`src/design/prb_pkg.sv`:
```
// shared types and codes for the packet ring buffer
package prb_pkg;

   typedef enum logic [2:0] {
      KIND_WRITE_START = 3'd0,
      KIND_WRITE_BYTE  = 3'd1,
      KIND_READ_START  = 3'd2,
      KIND_READ_BYTE   = 3'd3,
      KIND_SKIP        = 3'd4,
      KIND_RESET       = 3'd5
   } kind_type;

   typedef enum logic [2:0] {
      ST_OK        = 3'd0,
      ST_NO_SPACE  = 3'd1,
      ST_EMPTY     = 3'd2,
      ST_TOO_SMALL = 3'd3,
      ST_ZERO_LEN  = 3'd4,
      ST_SEQUENCE  = 3'd5
   } status_type;

   typedef enum logic [3:0] {
      S_IDLE,
      S_DECIDE,
      S_HDR_WRITE,
      S_HDR_READ,
      S_HDR_WAIT,
      S_DATA_READ,
      S_DATA_WAIT,
      S_FINISH,
      S_RESPOND
   } state_type;

   typedef enum logic [3:0] {
      OP_NONE,
      OP_LOAD,
      OP_CHECK,
      OP_HDR_WR,
      OP_HDR_RD,
      OP_HDR_CAP,
      OP_DATA_WR,
      OP_DATA_RD,
      OP_DATA_CAP,
      OP_FIN_WSTART,
      OP_FIN_RSTART,
      OP_FIN_SKIP,
      OP_FIN_STATUS,
      OP_FIN_RESET
   } op_type;

   typedef struct packed {
      op_type     op;
      status_type fin_status;
   } cmd_type;

   typedef struct packed {
      logic       write_open;
      logic       read_open;
      logic       have_packet;
      logic       fits;
      logic       zero_len;
      logic       cap_small;
      logic       hdr_done;
      kind_type   kind;
   } stat_type;

endpackage

```
`src/design/prb_ctrl.sv`:
```
// controller state machine of the packet ring buffer
`default_nettype none
module prb_ctrl
   import prb_pkg::*;
(
   input  wire logic     clock,
   input  wire logic     reset,
   input  wire logic     start,
   input  wire logic     rsp_taken,
   input  wire stat_type stat,
   output cmd_type       cmd,
   output logic          busy,
   output logic          rsp_hold
);

   state_type state_ff, state_in;

   always_ff @(posedge clock) begin
      if (reset) begin
         state_ff <= S_IDLE;
      end else begin
         state_ff <= state_in;
      end
   end

   always_comb begin
      state_in = state_ff;
      cmd.op = OP_NONE;
      cmd.fin_status = ST_OK;
      busy = 1'b1;
      rsp_hold = 1'b0;
      unique case (state_ff)
         S_IDLE: begin
            busy = 1'b0;
            if (start) begin
               cmd.op = OP_LOAD;
               state_in = S_DECIDE;
            end
         end
         S_DECIDE: begin
            state_in = S_RESPOND;
            cmd.op = OP_FIN_STATUS;
            case (stat.kind)
               KIND_WRITE_START: begin
                  if (stat.write_open) begin
                     cmd.fin_status = ST_SEQUENCE;
                  end else if (stat.zero_len) begin
                     cmd.fin_status = ST_ZERO_LEN;
                  end else if (!stat.fits) begin
                     cmd.fin_status = ST_NO_SPACE;
                  end else begin
                     cmd.op = OP_CHECK;
                     state_in = S_HDR_WRITE;
                  end
               end
               KIND_WRITE_BYTE: begin
                  if (!stat.write_open) begin
                     cmd.fin_status = ST_SEQUENCE;
                  end else begin
                     cmd.op = OP_DATA_WR;
                  end
               end
               KIND_READ_START, KIND_SKIP: begin
                  if (stat.read_open) begin
                     cmd.fin_status = ST_SEQUENCE;
                  end else if (!stat.have_packet) begin
                     cmd.fin_status = ST_EMPTY;
                  end else begin
                     cmd.op = OP_CHECK;
                     state_in = S_HDR_READ;
                  end
               end
               KIND_READ_BYTE: begin
                  if (!stat.read_open) begin
                     cmd.fin_status = ST_SEQUENCE;
                  end else begin
                     cmd.op = OP_DATA_RD;
                     state_in = S_DATA_WAIT;
                  end
               end
               KIND_RESET: begin
                  cmd.op = OP_FIN_RESET;
               end
               default: begin
                  cmd.fin_status = ST_SEQUENCE;
               end
            endcase
         end
         S_HDR_WRITE: begin
            cmd.op = OP_HDR_WR;
            if (stat.hdr_done) begin
               state_in = S_FINISH;
            end
         end
         S_HDR_READ: begin
            cmd.op = OP_HDR_RD;
            state_in = S_HDR_WAIT;
         end
         S_HDR_WAIT: begin
            cmd.op = OP_HDR_CAP;
            state_in = stat.hdr_done ? S_FINISH : S_HDR_READ;
         end
         S_DATA_WAIT: begin
            cmd.op = OP_DATA_CAP;
            state_in = S_RESPOND;
         end
         S_FINISH: begin
            state_in = S_RESPOND;
            if (stat.kind == KIND_WRITE_START) begin
               cmd.op = OP_FIN_WSTART;
            end else if (stat.kind == KIND_SKIP) begin
               cmd.op = OP_FIN_SKIP;
            end else if (stat.kind == KIND_READ_START) begin
               cmd.op = OP_FIN_RSTART;
            end
         end
         S_RESPOND: begin
            rsp_hold = 1'b1;
            if (rsp_taken) begin
               state_in = S_IDLE;
            end
         end
         default: begin
            state_in = S_IDLE;
         end
      endcase
   end

endmodule
`default_nettype wire

```
`config.mk`:
```
export PLATFORM = sky130hd
export DESIGN_NAME = prb_ctrl
export DESIGN_NICKNAME = d
export VERILOG_FILES = /design/src/design/prb_pkg.sv /design/src/design/prb_ctrl.sv
export SDC_FILE = /design/constraint.sdc
export NUM_CORES = 1
export LEC_CHECK = 0
export BUFFER_PORTS_ARGS = -buffer_cell sky130_fd_sc_hd__buf_2
export CORE_UTILIZATION = 35
export CTS_BUF_LIST = sky130_fd_sc_hd__clkbuf_16
export CTS_CLUSTER_DIAMETER = 80
export DETAILED_ROUTE_END_ITERATION = 7
export PLACE_DENSITY = 0.6
export RECOVER_POWER = 50
export SLEW_MARGIN = 5
export SYNTH_ARGS = -nofsm -noshare
export SYNTH_HDL_FRONTEND = slang
export SYNTH_SLANG_ARGS = --single-unit
```
`constraint.sdc`:
```
create_clock -name clock -period 3.38 [get_ports clock]
set_clock_uncertainty 0.15 [all_clocks]
set_input_delay 0.676 -clock clock [delete_from_list [all_inputs] [get_ports clock]]
set_output_delay 0.676 -clock clock [all_outputs]
set_load 0.01 [all_outputs]
```
==> flow_summary.toml, run 1 <==
[route]
vias_per_cell = 5.652
detail_route.wl_per_cell_um = 12.98
detail-route-antenna-nets = 0
routed_wl_mm = 1.713
num_vias = 746
dr.first_iter.drc_count = 23
drcViolationCount = 0
first_pass_iters = 4

[yosys]
syn_area_sq_um = 626.9
synth_adder_area_share_pct = 0
netlist_instances = 92
yosysTopAreaCell = "dfxtp_1"
yosys_warnings = 0
synth_mux_area_share_pct = 3.194
postSynthAreaPerCell_sq_um = 6.814
synth.distinct_cells = 38
postSynthRegisterBits = 4
yosysSeqAreaShare_pct = 12.77
syn_nets = 106
synthSimpleGateAreaFrac_pct = 38.92
synth_top_area_share_pct = 12.77
synth_top_family_by_area = "simple AND/OR/NAND/NOR gates"
synth_compound_area_share_pct = 35.73
synthTopCellsByArea = "dfxtp_1, a21oi_1, nand2b_1"
synthXorXnorAreaFrac_pct = 1.397

[cts]
htreeDepth = 1
cts_tree = "done"
cts.clk_slew.worst_paths_ns = 0.03
worst_skew_pair.late_latency_ns = 0.23
cts_buffers = 3
postCtsSetupBuffers = 0
clock_path_buffers = 2
root_buffer = "clkbuf_16"
cts.sinks = 4
cts_hold_buf = 0
ctsResizeCount = 0

[hold_path]
hold_class = "register to register"

[die]
rows = 14
io_pins = 23
die_height_um = 44.32
die_w_um = 44.32
die-area_sq_um = 1964
core_area_sq_um = 1594
start_util_pct = 39.32

[sta]
max_slew.worst_pin.slew_ns = 0.4105
layout_min_cycle_time_ns = 2.866
period_share_pct = 84.78
fin_tns_setup_ns = 0
setup_violations = 0
slew_viol_final = 0
max_freq_mhz = 349.0
grt_setup_unrepaired = "no"
final_hold_viol_count = 0
max_slew_margin_pct = 72.60

[power]
p_clk_share_pct = 53.2
seqPwrFrac_pct = 17.6
ir_drop_mv = 0.3462
p_leak_nw = 0.3186
p_sw_share_pct = 29.24
p_switching_uw = 101.7
power_density_nw_per_um2 = 439.2
p_int_uw = 246.2
fin_total_pwr_uw = 347.9
combPwrFrac_pct = 29.1

[place]
io_buffers = 21
place.gp.congestion = 0.7834
dp_hpwl_mm = 1.220

[critical_path]
startpoint_type = "register"
arrival_ns = 2.04
required_ns = 2.55
crit_fanout = 12
crit_slowest_cell = "or4b_1"
cp-end-kind = "output pin"
cp.buffers_inverters = 1
cp_top_family = "simple AND/OR/NAND/NOR gates"
slowest_delay_ns = 0.65
worstPathCellList = "or4b_1, or3_1, o22ai_1, buf_2"
crit_type = "register to output pin"

[grt]
grt_pass1_wl_mm = 2.856
grt_overflow_total = 0
grt_max_degree = 17
antenna_found_initial = 0
track_usage_pct = 18.91
grt_pass1_vias = 624

[layout]
final_util_pct = 49.69
area_growth_pct = 26.35
layout_commonest_cell = "buf_2"
drive_gt1_share_pct = 23.15
largest_reg_flops = 4
final_cell_mix = "buf_2, nor2_1, a21oi_1, nand2_1"
largest_register = "state_ff"
reg_top3 = "state_ff x4"
final_nets = 124
diodes = 0

[run_status]
status = "finished clean"

[run]
max-cap-violations = 0
path summary, 6_finish.rpt:
| kind | startpoint | endpoint | slack, ns | cells past startpoint |
|---|---|---|---|---|
| setup / recovery | state_ff[1] | cmd[6] | 0.51 | 4 |
| hold reg to reg | state_ff[3] | state_ff[0] | 0.50 | 1 |
| hold / removal | state_ff[3] | state_ff[0] | 0.50 | 1 |
| setup reg to reg | state_ff[1] | state_ff[0] | 1.43 | 4 |
worst register-to-register path, cell delays in order (launching register included):
cell and delay, ns:
dfxtp_1 0.42, or4b_1 0.65, a2111oi_4 0.37, a22oi_1 0.15, nor4_2 0.13
metrics by stage:
step           hold WS, ns  area (sq um)  cells  worst slack (ns)
6_report            0.5003         792.0    132            0.5143
5_1_grt             0.5388         792.0    132            0.4319
4_1_cts             0.4997         798.3    132            0.5260
3_5_place_dp        0.4890         723.2    129            0.5281
3_3_place_gp        0.4822         723.2    129            0.5414
2_1_floorplan       0.3561         626.9     92            0.6165
cells in the mapped netlist:
| master | count |
|---|---|
| or4b_4 | 1 |
| or3_1 | 1 |
| nor4_2 | 1 |
| a2111oi_4 | 1 |
| nor2_1 | 9 |
| clkbuf_2 | 1 |
| buf_1 | 1 |
| nand2_1 | 7 |
| a21boi_0 | 1 |
| o21ai_1 | 1 |
| buf_6 | 1 |
| o32ai_1 | 1 |
| xor2_1 | 1 |
| a22oi_1 | 1 |
| or3b_2 | 1 |
| inv_1 | 3 |
| nor4bb_1 | 1 |
| nand2b_1 | 6 |
| and3_1 | 1 |
| a32oi_1 | 1 |
| nor2b_1 | 6 |
| nor4_1 | 1 |
| a22o_1 | 2 |
| a41o_1 | 1 |
| dfxtp_1 | 4 |
| a21oi_1 | 8 |
| o21ai_0 | 6 |
| o2bb2ai_1 | 1 |
| nor3_1 | 6 |
| mux2i_1 | 2 |
| clkbuf_1 | 5 |
| nor3b_1 | 2 |
| a2111oi_0 | 1 |
| a31oi_1 | 1 |
| a311oi_1 | 1 |
| o31a_1 | 1 |
| o22ai_1 | 2 |
| o21bai_1 | 1 |
metal layers:
metal,vias up,global-route usage (%),part of all wire [%]
met5,-,0,0
met3,0,4.898,4.1
met4,0,1.818,0
met2,18,27.35,44
met1,352,28.89,52
li1,376,-,-
kinds of logic (layout without fill, tap and decap cells):
kind of cell           after synthesis  count (layout)
flip-flops                           4               4
buffers and inverters               11              27
AO/OA/AOI/OAI                       31              31
multiplexers                         2               2
AND/OR/NAND/NOR                     43              43
XOR/XNOR                             1               1
area by class of cell:
cell class | instances | area (sq um)
Tap cell | 24 | 30.03
Sequential cell | 4 | 80.08
Inverter | 3 | 11.26
Fill cell | 177 | 802.0
Clock buffer | 3 | 75.07
Timing Repair Buffer | 21 | 102.6
Multi-Input combinational cell | 77 | 493.0
power by group through the flow:
stage               clock [mW]  sequential (mW)  combinational, mW
floorplan                    0           0.0532             0.0810
global placement             0           0.0615              0.102
detailed placement           0           0.0616              0.103
CTS                      0.186           0.0611              0.104
global route             0.189           0.0622              0.114
finish                   0.185           0.0614              0.101
Note: power is estimated with default switching activity, not from simulation.
==> inputs of run 2 (changes only) <==
Settings changed: ABC_AREA set to 1, PLACE_DENSITY 0.6 to 0.62.
Clock period 3.38 ns to 2.87 ns, I/O delays scaled along.
==> flow_summary.toml, run 2 <==
[yosys]
postSynthRegisterBits = 4
synth_top_area_share_pct = 17.69
synth_edf_count = 0
synthTopCellsByArea = "nand2_1, dfxtp_1, nor2_1"
ys_async_sr_fraction_pct = 0
yosysSeqAreaShare_pct = 15.72
ys_top_cells_by_count = "nand2_1, nor2_1, inv_1"
syn_area_sq_um = 509.2
yosysTopAreaCell = "nand2_1"
netlist_instances = 97
synth.distinct_cells = 17
yosys_warnings = 0
postSynthAreaPerCell_sq_um = 5.250
synthMostInstantiatedCell = "nand2_1"
yosys_most_used_dff = "dfxtp_1"
syn_nets = 111

[grt]
grt_pass1_vias = 508
grt_overflow_total = 0
grt_max_degree = 7
antenna_found_initial = 0
track_usage_pct = 19.43
grt_pass1_wl_mm = 2.076

[critical_path]
r2r_slack_ns = 1.25
r2r_cells = 7
crit_fanout = 6
reg2reg_from = "state_ff[2]"
endpoint = "cmd[3]"
crit_type = "register to output pin"
r2r_end = "state_ff[0]"
arrival_ns = 1.60
cp-end-kind = "output pin"
required_ns = 2.15
startpoint_type = "register"
cp-startpoint = "state_ff[2]"

[sta]
max_freq_mhz = 430.7
layout_min_cycle_time_ns = 2.322
slew_viol_final = 0
period_share_pct = 80.90
grt_setup_unrepaired = "no"
final_hold_viol_count = 0
max_slew_margin_pct = 75.72
max_slew.worst_pin.slew_ns = 0.3629
fin_tns_setup_ns = 0
setup_violations = 0

[die]
die-area_sq_um = 1612
die_height_um = 40.15
io_pins = 23
rows = 13
start_util_pct = 38.18
core_area_sq_um = 1334
die_w_um = 40.15

[power]
combPwrFrac_pct = 38.5
seqPwrFrac_pct = 15.2
ir_drop_mv = 0.3841
p_leak_nw = 0.3987
p_switching_uw = 170.0
p_int_uw = 311.3
p_sw_share_pct = 35.33
p_clk_share_pct = 46.3
power_density_nw_per_um2 = 698.1

[layout]
largest_reg_flops = 4
layoutNonFillerInstCount = 136
largest_register = "state_ff"
layout_commonest_cell = "nand2_1"
final_cell_mix = "nand2_1, buf_2, nor2_1, inv_1, nand3_1"
area_growth_pct = 35.38
final_nets = 137
diodes = 0
reg_top3 = "state_ff x4"
drive_gt1_share_pct = 26.45

[place]
dp_hpwl_mm = 1.009
place.gp.congestion = 0.8682
io_buffers = 21
place_inst = 133

[route]
drcViolationCount = 0
num_vias = 652
first_pass_iters = 6
detail-route-antenna-nets = 0
detail_route.wl_per_cell_um = 9.309
routed_wl_mm = 1.266
dr.first_iter.drc_count = 13
vias_per_cell = 4.794

[cts]
cts_tree = "done"
worst_skew_pair.late_latency_ns = 0.23
cts.sinks = 4
cts_hold_buf = 0
htreeDepth = 1
cts_buffers = 3
root_buffer = "clkbuf_16"
ctsResizeCount = 0
clock_path_buffers = 2
cts.clk_slew.worst_paths_ns = 0.03
postCtsSetupBuffers = 0

[run_status]
status = "finished clean"

[hold_path]
hold_class = "primary input to register"
min_from = "reset"

[run]
max-cap-violations = 0
run 2: area by class of cell:
| type | count | area, sq um |
|---|---|---|
| fill | 153 | 644.4 |
| sequential | 4 | 80.08 |
| timing repair buffer | 21 | 103.9 |
| clock buffer | 3 | 75.07 |
| multi-input combinational | 75 | 344.1 |
| inverter | 18 | 67.56 |
| tap | 15 | 18.77 |
run 2: layer usage:
layer  global-route usage [%]  up-vias  share of wire, %
met2                    26.61       16                41
met1                    28.15      278                54
li1                         -      358                 -
met3                    6.667        0               5.1
met5                        0        -                 0
met4                    5.172        0                 0
run 2: worst max-delay path, cell delays in order (launching register included):
cell and delay (ns):
dfxtp_1 0.32, nor2_1 0.30, nand3_1 0.30, inv_2 0.18, nand2_1 0.07, nand4_1 0.06
buf_2 0.13
run 2: power by group through the flow:
stage	clock (mW)	combinational, mW	sequential [mW]
floorplan	0	0.134	0.0744
global placement	0	0.193	0.0765
detailed placement	0	0.193	0.0762
CTS	0.227	0.194	0.0754
global route	0.231	0.211	0.0742
finish	0.223	0.186	0.0731
run 2: logic make-up after synthesis:
kind of cell	share of synthesized area [%]
AOI/OAI and AO/OA	11.30
and+or+nand+nor	59.70
buffers and inverters	13.27
DFF	15.73
run 2: worst min path at each step:
| stage | to | slack (ns) | cells after the start |
|---|---|---|---|
| detailed placement | state_ff[2] | 0.50 | 4 |
| global route | state_ff[0] | 0.41 | 2 |
| finish | state_ff[0] | 0.40 | 2 |
| CTS | state_ff[0] | 0.40 | 2 |
| global placement | state_ff[2] | 0.50 | 4 |
| floorplan | state_ff[2] | 0.44 | 4 |
run 2: through the flow:
stage / hold WS (ns) / utilization (%) / worst slack [ns] / area (sq um) / total power, mW
after floorplan: 0.4444 / - / 0.8810 / 509.2 / 0.2082
after global placement: 0.4974 / 47.47 / 0.5846 / 633.1 / 0.2699
after detailed placement: 0.4999 / 47.47 / 0.6080 / 633.1 / 0.2696
after CTS: 0.3963 / 53.10 / 0.6015 / 708.2 / 0.4972
after global routing: 0.4068 / 51.69 / 0.3944 / 689.4 / 0.5156
final: 0.3981 / 51.69 / 0.5482 / 689.4 / 0.4813
